[src/hw/rtl/i8gemv_pkg.sv]
`default_nettype none

package i8gemv_pkg;

    // default sizes of the block
    localparam int MAX_LENGTH_DEF = 4096;
    localparam int GROUP_SIZE_DEF = 32;
    localparam int MAX_ROWS_DEF   = 65536;

    // register file
    localparam int ROW_LENGTH_W = 13;
    localparam int ROW_COUNT_W  = 17;
    localparam int PADDR_W      = 3;
    localparam int PDATA_W      = 32;

    localparam logic [ROW_LENGTH_W-1:0] ROW_LENGTH_RESET = 13'd32;
    localparam logic [ROW_COUNT_W-1:0]  ROW_COUNT_RESET  = 17'd1;

    // register index, taken from paddr[2]
    localparam logic REG_ROW_LENGTH = 1'b0;
    localparam logic REG_ROW_COUNT  = 1'b1;

    // item operation codes
    localparam logic OP_LOAD   = 1'b0;
    localparam logic OP_WEIGHT = 1'b1;

    typedef struct packed {
        logic                op;
        logic [11:0]         act_index;
        logic signed [31:0]  act_value;
        logic signed [7:0]   weight;
        logic signed [31:0]  row_scale;
    } gemv_item_t;

    typedef struct packed {
        logic signed [31:0]  row_result;
        logic                saturated;
        logic [15:0]         row_number;
        logic                final_row;
    } gemv_result_t;

    // controller to datapath
    typedef struct packed {
        logic load;      // write a load beat into the activation store
        logic weight;    // capture a weight beat, read its activation
        logic mul;       // form activation * weight, step the position
        logic add;       // add the product into the accumulator
        logic mag;       // split accumulator and scale into sign and magnitude
        logic mlo;       // low partial product
        logic mhi;       // high partial product
        logic rnd;       // combine partials and round to q16.16
        logic fin;       // clip, load the result register, start next row
    } ctrl_cmd_t;

    // datapath to controller
    typedef struct packed {
        logic row_end;   // current weight closes the row (valid with mul)
        logic out_free;  // result register can take a new result
    } dp_sts_t;

endpackage

`default_nettype wire

[src/hw/rtl/i8gemv_regs.sv]
`default_nettype none

module i8gemv_regs (
    input  wire logic                                   clk,
    input  wire logic                                   rst_n,
    input  wire logic                                   psel,
    input  wire logic                                   penable,
    input  wire logic                                   pwrite,
    input  wire logic [i8gemv_pkg::PADDR_W-1:0]         paddr,
    input  wire logic [i8gemv_pkg::PDATA_W-1:0]         pwdata,
    output logic      [i8gemv_pkg::PDATA_W-1:0]         prdata,
    output logic                                        pready,
    output logic      [i8gemv_pkg::ROW_LENGTH_W-1:0]    row_length,
    output logic      [i8gemv_pkg::ROW_COUNT_W-1:0]     row_count
);

    logic [i8gemv_pkg::ROW_LENGTH_W-1:0] row_length_reg;
    logic [i8gemv_pkg::ROW_COUNT_W-1:0]  row_count_reg;
    logic                                wr_en;

    assign pready = 1'b1;
    assign wr_en  = psel && penable && pwrite;

    always_ff @(posedge clk or negedge rst_n)
    begin
        if (!rst_n)
        begin
            row_length_reg <= i8gemv_pkg::ROW_LENGTH_RESET;
            row_count_reg  <= i8gemv_pkg::ROW_COUNT_RESET;
        end
        else if (wr_en)
        begin
            if (paddr[2] == i8gemv_pkg::REG_ROW_LENGTH)
            begin
                row_length_reg <= pwdata[i8gemv_pkg::ROW_LENGTH_W-1:0];
            end
            else
            begin
                row_count_reg <= pwdata[i8gemv_pkg::ROW_COUNT_W-1:0];
            end
        end
    end

    always_comb
    begin
        if (paddr[2] == i8gemv_pkg::REG_ROW_LENGTH)
        begin
            prdata = i8gemv_pkg::PDATA_W'(row_length_reg);
        end
        else
        begin
            prdata = i8gemv_pkg::PDATA_W'(row_count_reg);
        end
    end

    assign row_length = row_length_reg;
    assign row_count  = row_count_reg;

endmodule

`default_nettype wire

[config.mk]
export PLATFORM = sky130hd
export DESIGN_NAME = i8gemv_regs
export DESIGN_NICKNAME = d
export VERILOG_FILES = /design/src/hw/rtl/i8gemv_pkg.sv /design/src/hw/rtl/i8gemv_regs.sv
export SDC_FILE = /design/constraint.sdc
export NUM_CORES = 1
export LEC_CHECK = 0
export ABC_AREA = 1
export BUFFER_PORTS_ARGS = -buffer_cell sky130_fd_sc_hd__buf_2
export CAP_MARGIN = 20
export CORE_AREA = 2 2 62 64
export CTS_CLUSTER_SIZE = 8
export DETAILED_ROUTE_END_ITERATION = 10
export DIE_AREA = 0 0 64 66
export PLACE_DENSITY = 0.81
export RECOVER_POWER = 50
export SLEW_MARGIN = 20
export SYNTH_ARGS = -nofsm -noshare
export SYNTH_HDL_FRONTEND = slang
export SYNTH_SLANG_ARGS = --single-unit
[constraint.sdc]
create_clock -name clk -period 1.3 [get_ports clk]
set_input_delay 0.195 -clock clk [delete_from_list [all_inputs] [get_ports clk]]
set_output_delay 0.195 -clock clk [all_outputs]
set_load 0.01 [all_outputs]
# Yosys cells after proc, flatten, opt, wreduce, memory -nomap -nowiden
# Cells that the tools add are included.
# totals
register_bits	30
in_bits	40
out_inout_bits	63
elab_cells	8
# classes
n_mux	1
n_bitwise	1
reduce_logical	4
# op_table
operator	n
$mux W17	1
$reduce_and A2 Y1	2
$logic_and A1 B1 Y1	2
$not A1 Y1	1

# Logic depth before layout (Yosys ltp)
# logic_depth
ltp_word	3
mapped_depth	6
depth_no_buf	4

# Least setup slack after synthesis
# Ideal clock, no wire load.
# synth_timing
path_type	input to output
from	input paddr[2] (netlist bit)
to	output prdata[0] (netlist bit)
t_arrival_ps	816
t_required_ps	1105
setup_slack_ps	289
stages	5
path_buffers	2
path_cell_list	buf_2 inv_2 buf_2 nand2_1 nand2_1
# synth_via
elab_chain_len	1
# synth_lines
element	line_no	source
start: declaration	i8gemv_regs.sv:9	input wire logic [i8gemv_pkg::PADDR_W-1:0] paddr,
$mux W17	i8gemv_regs.sv:46	if (paddr[2] == i8gemv_pkg::REG_ROW_LENGTH)
end: declaration	i8gemv_regs.sv:11	output logic [i8gemv_pkg::PDATA_W-1:0] prdata,
# No other way between the ends.

# Worst setup path after layout
# layout_timing
from	register row_length_reg, in the netlist row_length[5]
to	output prdata[5] (netlist bit)
# layout_via
elab_chain_len	1
# layout_lines
element	line_no	source
start: declaration	i8gemv_regs.sv:17	logic [i8gemv_pkg::ROW_LENGTH_W-1:0] row_length_reg;
start signal: assignment	i8gemv_regs.sv:28	row_length_reg <= i8gemv_pkg::ROW_LENGTH_RESET;
start signal: assignment	i8gemv_regs.sv:35	row_length_reg <= pwdata[i8gemv_pkg::ROW_LENGTH_W-1:0];
$mux W17	i8gemv_regs.sv:46	
# No other way between the ends.

==> results.json <==
{
  "worstSkewPairLatency_ps": 310,
  "cts-htree-levels": 2,
  "synth.top_cell.area_share_pct": 44.94,
  "die_h_um": 66,
  "port_buffers": 69,
  "die_w_um": 64,
  "report.final.slew_viol_count": 0,
  "min_path_type": "in -> reg",
  "clkSinkCount": 30,
  "netlist_top_cells_area": "dfrtp_1 45%, nand2_1 25%, nand3_1 9.6%",
  "fillCellCount": 361,
  "finalCriticalPeriod_ps": 1284,
  "setup_violations": 0,
  "placedInstanceArea_mm2": 0.001887,
  "vdd_drop_max_v": 0.0004876,
  "grt_max_degree": 31,
  "layout-drive-gt1-share_pct": 31.75,
  "diodes": 0,
  "outcome": "complete, no violations",
  "yosysTopAreaCell": "dfrtp_1",
  "crit_buf_inv": 1,
  "cp_common_cell": "nand2_1",
  "crit_fanout": 3,
  "synthCells": 202,
  "ys_types": 13,
  "cp.arrival_ps": 1090,
  "maxSlewHeadroom_pct": 44.16,
  "antenna_found_initial": 0,
  "cp_slowest_cell": "dfstp_2",
  "io_pins": 103,
  "yosysSeqAreaShare_pct": 48.31,
  "critPathTopFamily": "flip-flops",
  "clkTransAtPathRegs_ps": 90,
  "fp-row-count": 22,
  "required_ps": 1110,
  "place.gp.congestion": 0.7418,
  "period_share_pct": 98.75,
  "drt-initial-drc-count": 72,
  "grtUsageTotal_pct": 18.04,
  "wire_per_inst_um": 11.11,
  "fin_skew_ps": 0,
  "cts_tree": "built",
  "nets": 313,
  "root_buffer": "clkbuf_4",
  "dp.cells": 313,
  "grt_pass1_wl_mm": 5.782,
  "path_class": "reg -> out",
  "stdcell_area_mm2": 0.001952,
  "power_density_mw_per_mm2": 1328,
  "crit_start": "row_length[5]",
  "via_per_inst": 4.571,
  "dr_total_vias": 1472,
  "fin_cells": 322,
  "grt_pass1_vias": 1298,
  "die_area_mm2": 0.004224,
  "r2r_start": "row_length[5]",
  "ctsResizeCount": 0,
  "cts_buffers": 5,
  "rsz0062_at_grt": "yes",
  "p_leak_nw": 1.223,
  "cts_buffer_depth": 2,
  "core_region_area_mm2": 0.003551,
  "tightest_slew_ps": 837.6,
  "fmaxAchievable_mhz": 778.9,
  "synth_warnings": 0,
  "wl_mm": 3.577,
  "hold_viol": 0,
  "synth_area_per_cell_um2": 7.718,
  "dr.pass1.iters": 4,
  "hold_path_startpoint": "pwdata[5]",
  "cap_viol_max_count": 0,
  "slowest_delay_ps": 550,
  "dp_hpwl_mm": 2.575,
  "crit_chain": "nand2_1 -> nand2_1 -> buf_2",
  "syn_area_mm2": 0.001559,
  "areaGrowthSynthToFinish_pct": 25.20,
  "seqCellArea_um2": 753.2,
  "post_cts_buffers": 0,
  "overflow": 0,
  "drc": 0,
  "largest_register_ff_count": 17,
  "initial_core_util_pct": 43.90,
  "tns_ps": 0,
  "postRouteAntennaNets": 0,
  "multi_input_area_um2": 640.6,
  "endpoint_kind": "output port",
  "synth-seq-cells": 30,
  "cp-start-kind": "flop"
}
-- layout make-up --
type	instances	area share, %
Inverter	6	1.154
Clock buffer	7	2.821
Timing Repair Buffer	77	21.28
Tap cell	48	3.077
Clock inverter	1	0.2564
Sequential cell	30	38.59
Multi-Input combinational cell	153	32.82
-- cell usage in the layout (no fill, tap or decap), types with 2 or more instances in the layout --
cell,synthesis,final
buf_2,6,67
conb_1,2,16
buf_4,19,5
clkbuf_1,0,3
dfstp_2,2,2
clkbuf_4,0,5
dfrtp_1,28,28
nand2_1,104,104
nand3_1,30,30
inv_1,5,5
-- worst register-to-register path, delay by kind of cell, from the launching register on --
kind	cells	cell delay [ps]
simple gates	2	110
flops	1	550
-- report_power, final --
part	switching, mW	internal (mW)
clock	0.306	0.262
combinational	0.452	0.322
sequential	0.134	1.12
-- kinds of logic (layout without fill, tap and decap cells) --
| family | count (synthesis) | after routing | share of synthesized area, % |
|---|---|---|---|
| other cells | 2 | 16 | 0.4817 |
| simple gates | 137 | 137 | 37.24 |
| flops | 30 | 30 | 48.31 |
| buf+inv | 33 | 91 | 13.96 |
-- worst paths after layout --
check                                end  slack (ps)  cells past startpoint
setup reg to reg           row_length[5]         580                      2
setup / recovery               prdata[5]          20                      3
min in group asynchronous  row_count[10]         490                      2
hold / removal             row_length[5]         100                      3
hold reg to reg             row_count[0]         480                      2
max in group asynchronous   row_count[0]         150                      3
-- Yosys cell counts --
| library cell | instances |
|---|---|
| nand2_1 | 104 |
| nand3_1 | 30 |
| dfrtp_1 | 28 |
| buf_4 | 19 |
| buf_2 | 6 |
| inv_1 | 5 |
| buf_6 | 2 |
| conb_1 | 2 |
| dfstp_2 | 2 |
| inv_2 | 1 |
| nand4_2 | 1 |
| nand4_4 | 1 |
| nor2_2 | 1 |
-- routing by layer --
layer	track usage, %	vias up	wire, µm
li1	-	735	-
met1	20.85	688	1543
met2	30.86	47	1769
met3	6.814	2	245
met4	5.707	0	18
met5	0	-	0
-- metrics by stage --
step           util [%]  hold slack, ps  worst slack [ps]  power, mW
6_report          54.97           95.54             16.20      2.593
5_1_grt           54.97           87.14            -70.38      2.789
4_1_cts           55.11           79.02            -10.63      2.626
3_5_place_dp      53.14           119.8             205.7      2.055
3_3_place_gp      53.14           107.9             229.3      2.031
2_1_floorplan         -          -100.6             288.6      1.706
-- timing repair --
item                                   in CTS  in global routing
setup endpoints to repair                   2                  2
endpoints found under the hold margin      12                  0
hold buffers                                1                  0
pin swaps                                   1                  0
Power figures use the tool's default switching activity.
