$ cat src/hw/rtl/i8gemv_pkg.sv
`default_nettype none

package i8gemv_pkg;

    // default sizes of the block
    localparam int MAX_LENGTH_DEF = 4096;
    localparam int GROUP_SIZE_DEF = 32;
    localparam int MAX_ROWS_DEF   = 65536;

    // register file
    localparam int ROW_LENGTH_W = 13;
    localparam int ROW_COUNT_W  = 17;
    localparam int PADDR_W      = 3;
    localparam int PDATA_W      = 32;

    localparam logic [ROW_LENGTH_W-1:0] ROW_LENGTH_RESET = 13'd32;
    localparam logic [ROW_COUNT_W-1:0]  ROW_COUNT_RESET  = 17'd1;

    // register index, taken from paddr[2]
    localparam logic REG_ROW_LENGTH = 1'b0;
    localparam logic REG_ROW_COUNT  = 1'b1;

    // item operation codes
    localparam logic OP_LOAD   = 1'b0;
    localparam logic OP_WEIGHT = 1'b1;

    typedef struct packed {
        logic                op;
        logic [11:0]         act_index;
        logic signed [31:0]  act_value;
        logic signed [7:0]   weight;
        logic signed [31:0]  row_scale;
    } gemv_item_t;

    typedef struct packed {
        logic signed [31:0]  row_result;
        logic                saturated;
        logic [15:0]         row_number;
        logic                final_row;
    } gemv_result_t;

    // controller to datapath
    typedef struct packed {
        logic load;      // write a load beat into the activation store
        logic weight;    // capture a weight beat, read its activation
        logic mul;       // form activation * weight, step the position
        logic add;       // add the product into the accumulator
        logic mag;       // split accumulator and scale into sign and magnitude
        logic mlo;       // low partial product
        logic mhi;       // high partial product
        logic rnd;       // combine partials and round to q16.16
        logic fin;       // clip, load the result register, start next row
    } ctrl_cmd_t;

    // datapath to controller
    typedef struct packed {
        logic row_end;   // current weight closes the row (valid with mul)
        logic out_free;  // result register can take a new result
    } dp_sts_t;

endpackage

`default_nettype wire

$ cat src/hw/rtl/i8gemv_ctrl.sv
`default_nettype none

module i8gemv_ctrl (
    input  wire logic                    clk,
    input  wire logic                    rst_n,
    input  wire logic                    item_valid,
    input  wire logic                    item_op,
    output logic                         item_ready,
    input  wire i8gemv_pkg::dp_sts_t     sts,
    output i8gemv_pkg::ctrl_cmd_t        cmd
);

    typedef enum logic [7:0] {
        ST_IDLE = 8'b0000_0001,
        ST_MUL  = 8'b0000_0010,
        ST_ADD  = 8'b0000_0100,
        ST_MAG  = 8'b0000_1000,
        ST_MLO  = 8'b0001_0000,
        ST_MHI  = 8'b0010_0000,
        ST_RND  = 8'b0100_0000,
        ST_FIN  = 8'b1000_0000
    } state_t;

    state_t state_reg;
    state_t state_next;
    logic   add_pend_reg;
    logic   add_pend_next;
    logic   accept;

    assign item_ready = (state_reg == ST_IDLE);
    assign accept     = item_valid && item_ready;

    always_comb
    begin
        state_next    = state_reg;
        add_pend_next = add_pend_reg;
        cmd           = '0;
        unique case (state_reg)
            ST_IDLE:
            begin
                // mid-row product lands here while the next beat is taken
                cmd.add       = add_pend_reg;
                add_pend_next = 1'b0;
                cmd.load      = accept && (item_op == i8gemv_pkg::OP_LOAD);
                cmd.weight    = accept && (item_op == i8gemv_pkg::OP_WEIGHT);
                if (cmd.weight)
                begin
                    state_next = ST_MUL;
                end
            end
            ST_MUL:
            begin
                cmd.mul = 1'b1;
                if (sts.row_end)
                begin
                    state_next = ST_ADD;
                end
                else
                begin
                    add_pend_next = 1'b1;
                    state_next    = ST_IDLE;
                end
            end
            ST_ADD:
            begin
                cmd.add    = 1'b1;
                state_next = ST_MAG;
            end
            ST_MAG:
            begin
                cmd.mag    = 1'b1;
                state_next = ST_MLO;
            end
            ST_MLO:
            begin
                cmd.mlo    = 1'b1;
                state_next = ST_MHI;
            end
            ST_MHI:
            begin
                cmd.mhi    = 1'b1;
                state_next = ST_RND;
            end
            ST_RND:
            begin
                cmd.rnd    = 1'b1;
                state_next = ST_FIN;
            end
            ST_FIN:
            begin
                // hold until the result register frees up
                if (sts.out_free)
                begin
                    cmd.fin    = 1'b1;
                    state_next = ST_IDLE;
                end
            end
            default:
            begin
                state_next    = ST_IDLE;
                add_pend_next = 1'b0;
            end
        endcase
    end

    always_ff @(posedge clk or negedge rst_n)
    begin
        if (!rst_n)
        begin
            state_reg    <= ST_IDLE;
            add_pend_reg <= 1'b0;
        end
        else
        begin
            state_reg    <= state_next;
            add_pend_reg <= add_pend_next;
        end
    end

endmodule

`default_nettype wire

$ cat config.mk
export PLATFORM = sky130hd
export DESIGN_NAME = i8gemv_ctrl
export DESIGN_NICKNAME = d
export VERILOG_FILES = /design/src/hw/rtl/i8gemv_pkg.sv /design/src/hw/rtl/i8gemv_ctrl.sv
export SDC_FILE = /design/constraint.sdc
export NUM_CORES = 1
export LEC_CHECK = 0
export BUFFER_PORTS_ARGS = -buffer_cell sky130_fd_sc_hd__buf_4
export CORE_AREA = 2 2 39 41
export DETAILED_ROUTE_END_ITERATION = 10
export DIE_AREA = 0 0 41 43
export GPL_TIMING_DRIVEN = 1
export PLACE_DENSITY = 0.81
export SYNTH_ARGS = -nofsm -noshare
export SYNTH_HDL_FRONTEND = slang
export SYNTH_SLANG_ARGS = --single-unit
$ cat constraint.sdc
create_clock -name clk -period 2.5 [get_ports clk]
set_clock_uncertainty 0.2 [all_clocks]
set_input_delay 0.25 -clock clk [delete_from_list [all_inputs] [get_ports clk]]
set_output_delay 0.25 -clock clk [all_outputs]
set_load 0.005 [all_outputs]
# After elaboration in Yosys (flattened, before gate mapping)
# Cells that the tools add are included.
[totals]
reg_bits = 9
output_inout_bits = 10
[op_classes]
eq_ne = 11
mux = 15
bitwise_logic = 2
reduce_logical = 6
[ops]
columns = ["cell", "n"]
rows = [
  ["$pmux 8 s8", 1],
  ["$mux 8", 2],
  ["$eq 8x1->1 const B", 1],
  ["$eq 8x2->1 const B", 1],
  ["$eq 8x3->1 const B", 1],
  ["$eq 8x4->1 const B", 1],
  ["$eq 8x5->1 const B", 1],
  ["$eq 8x6->1 const B", 1],
  ["$eq 8x7->1 const B", 1],
  ["$eq 8x8->1 const B", 1],
  ["$mux 1", 8],
  ["$reduce_or 6->1", 1],
  ["$ne 2x2->1 const B", 2],
  ["$pmux 1 s2", 2],
  ["$reduce_and 2->1", 2],
  ["$logic_and 1x1->1", 3],
  ["$mux 3", 1],
  ["$mux 2", 1],
  ["$ne 2x1->1 const B", 1],
  ["$not 1->1", 2],
]

# Longest topological paths before layout
[logic_depth]
ltp_word = 5
ltp_mapped = 6
mapped_depth_nobuf = 5

# Least setup slack after synthesis
# OpenSTA, ideal clock, no wires.
[synth_timing]
path_kind = "flip-flop to output port"
from = "reg state_reg[5]"
to = "out cmd[7] in the netlist's numbering"
arrival_ns = 1.496
t_required_ns = 2.050
path_slack_ns = 0.554
stages_incl_launch_ff = 4
cell_sequence = "dfrtp_1 > or4_4 > nor4_4 > and3_1"
[synth_rtl]
columns = ["item", "line_no", "source"]
rows = [
  ["start: declaration", "i8gemv_ctrl.sv:24", "state_t state_reg;"],
  ["start signal: assignment", "i8gemv_ctrl.sv:115", "state_reg <= state_next;"],
  ["end: declaration", "i8gemv_ctrl.sv:10", "output i8gemv_pkg::ctrl_cmd_t cmd"],
]

==> results.toml <==
[cells_and_area]
final_layout_size_suffix_gt1_share_pct = 32.61
largest_reg_flops = 8
nNetsFinal = 99
antennaDiodeCount = 0
utilization_pct = 59.58
final_common_cell = "buf_4"
synthToLayoutAreaGrowth_pct = 28.96
final_cell_mix = "19 x buf_4, 9 x nor2_1, 7 x nand2b_1, 7 x dfrtp_1, 5 x nor3_1"
fin_cells = 108
design_area_sq_um = 824.5

[clock_tree]
cts_root_buffer = "clkbuf_4"
numCtsBuffers = 3
clk_path_buf_depth = 2
h-tree-depth = 1
tritoncts = "yes"
clk_pin_slew_ps = 60
clkLatencyLatePin_ps = 270
clock_sinks = 9

[worst_setup_path]
path_class = "reg2out"
worstSetupStartpointType = "flip-flop"
critPathArrivalTime_ps = 1920
cp-end-kind = "output pin"
required_ps = 2050
worstPathMaxFanout = 11

[sta]
fin_crit_sh_pct = 94.70
setup-tns-final_ps = 0
max_freq_mhz = 422.4
hold_violations = 0
period_needed_ps = 2367
slew-limit-headroom_pct = 61.28
fin_hold_ws_ps = 37.78
finalSetupViolations = 0
slew_violations = 0
rsz0062_at_grt = "false"
tightest_slew_ps = 566.2

[logic_synthesis]
synth_flop_cell = "dfrtp_1"
synthDistinctLibCells = 31
synth.yosys.seq_area_share_pct = 35.42
synthArstFlopShare_pct = 100.0
post-synth-top-area-cell = "dfrtp_1"
synthDominantCellAreaShare_pct = 31.31
synthTopCellsByArea = "dfrtp_1 31%, nand2b_1 6.8%, nor4_4 6.7%"
synth-seq-cells = 9
syn_inst = 72
ys_warn_count = 0
syn-cell-area_sq_um = 639.4
syn_area_per_cell_sq_um = 8.880
synth-edff-count = 0
synth_nets = 78

[detailed_routing]
viasPerCell = 5.981
num_vias = 646
drtAntennaViolNets = 0
routed_wl_mm = 1.571
first_pass_iters = 4
remaining_drc_errors = 0
avgRoutedWirePerCell_um = 14.55
drt_iter0_drc = 38

[placed_design]
place_area_sq_um = 773.2
globalplace.congestion = 0.8453
place_inst = 102
dp_hpwl_mm = 1.127
portBuffers = 15

[floorplan]
fp.dieH_um = 43
core_area_sq_um = 1384
die_x_um = 41
rows = 14
initial_core_util_pct = 46.20
pin_count = 16
die_area_sq_um = 1763

[global_route]
antenna_found_initial = 0
grt_max_degree = 14
grt_pass1_vias = 542
grt_pass1_wl_mm = 2.470
track_usage_pct = 21.09
overflow = 0

[flow_run]
drv_cap = 0

[pwr]
ir_drop_mv = 0.2596
p_leak_nw = 0.3841
powerDensity_nw_per_um2 = 635.6

[outcome]
status = "finished clean"

[worst_hold_path]
hp-class = "in2reg"
-- Yosys cell counts (all sizes together), types with 2 or more instances --
library cell  n
buf           3
inv           2
nand2b        7
and3          3
nor4          5
nor2          9
and4          2
a31oi         2
nor3          7
dfrtp         8
nand2         3
a21oi         4
o21a          2
-- logic make-up (layout without fill, tap and decap cells) --
logic type                Yosys count  in the layout  share of synthesized area (%)
and+or+nand+nor                    40             40                          40.70
AOI/OAI and AO/OA                  16             16                          18.01
buffers and inverters               6             26                          4.501
DFF                                 9              9                          35.42
xor gates and xnor gates            1              1                          1.370
-- area by class of cell --
type / instances / area (sq um)
inverters: 2 / 7.507
clock buffers: 4 / 26.28
well taps: 16 / 20.02
flip-flops and latches: 9 / 227.7
multi-input cells: 57 / 390.4
fillers: 119 / 559.3
repair buffers: 20 / 152.6
-- metal layers --
| layer | vias up | wire, um | global-route usage [%] |
|---|---|---|---|
| li1 | 310 | - | - |
| met1 | 307 | 679 | 27.45 |
| met2 | 23 | 746 | 30.63 |
| met3 | 6 | 109 | 6.283 |
| met4 | 0 | 36 | 10.00 |
| met5 | - | 0 | 0 |
-- worst max-delay path: stages (launching register included) --
cell and delay [ps]:
dfrtp_2 480, or4_4 600, nor4_4 250, and3_1 200, buf_4 100
-- final timing paths --
check | startpoint | end | slack [ps] | cells past startpoint
worst max-delay path | state_reg[4] | cmd[7] | 130 | 4
worst min-delay path | sts[1] | state_reg[2] | 40 | 2
worst max register to register | state_reg[4] | state_reg[0] | 420 | 5
worst min register to register | state_reg[4] | state_reg[4] | 400 | 1
max in group asynchronous | rst_n | state_reg[0] | 1740 | 2
min in group asynchronous | rst_n | state_reg[1] | 140 | 2
-- stage by stage --
step | worst slack (ps) | total power, mW
2_1_floorplan | 554.3 | 0.3174
3_3_place_gp | 384.9 | 0.3858
3_5_place_dp | 331.2 | 0.3903
4_1_cts | 31.75 | 0.5096
5_1_grt | 0.2338 | 0.5654
6_report | 132.6 | 0.5241
-- what timing repair did --
action,in CTS,in global routing
hold endpoints to repair,9,0
hold buffers,1,0
endpoints found under the setup margin,0,3
buffers inserted,0,1
resized for setup,0,2
-- where the power goes --
part	switching [mW]	internal (mW)	leakage (nW)
Clock	0.0551	0.0618	0.0150
Combinational	0.112	0.113	0.249
Sequential	0.0182	0.164	0.120
Total	0.185	0.339	0.384
(Power assumes the default switching activity.)
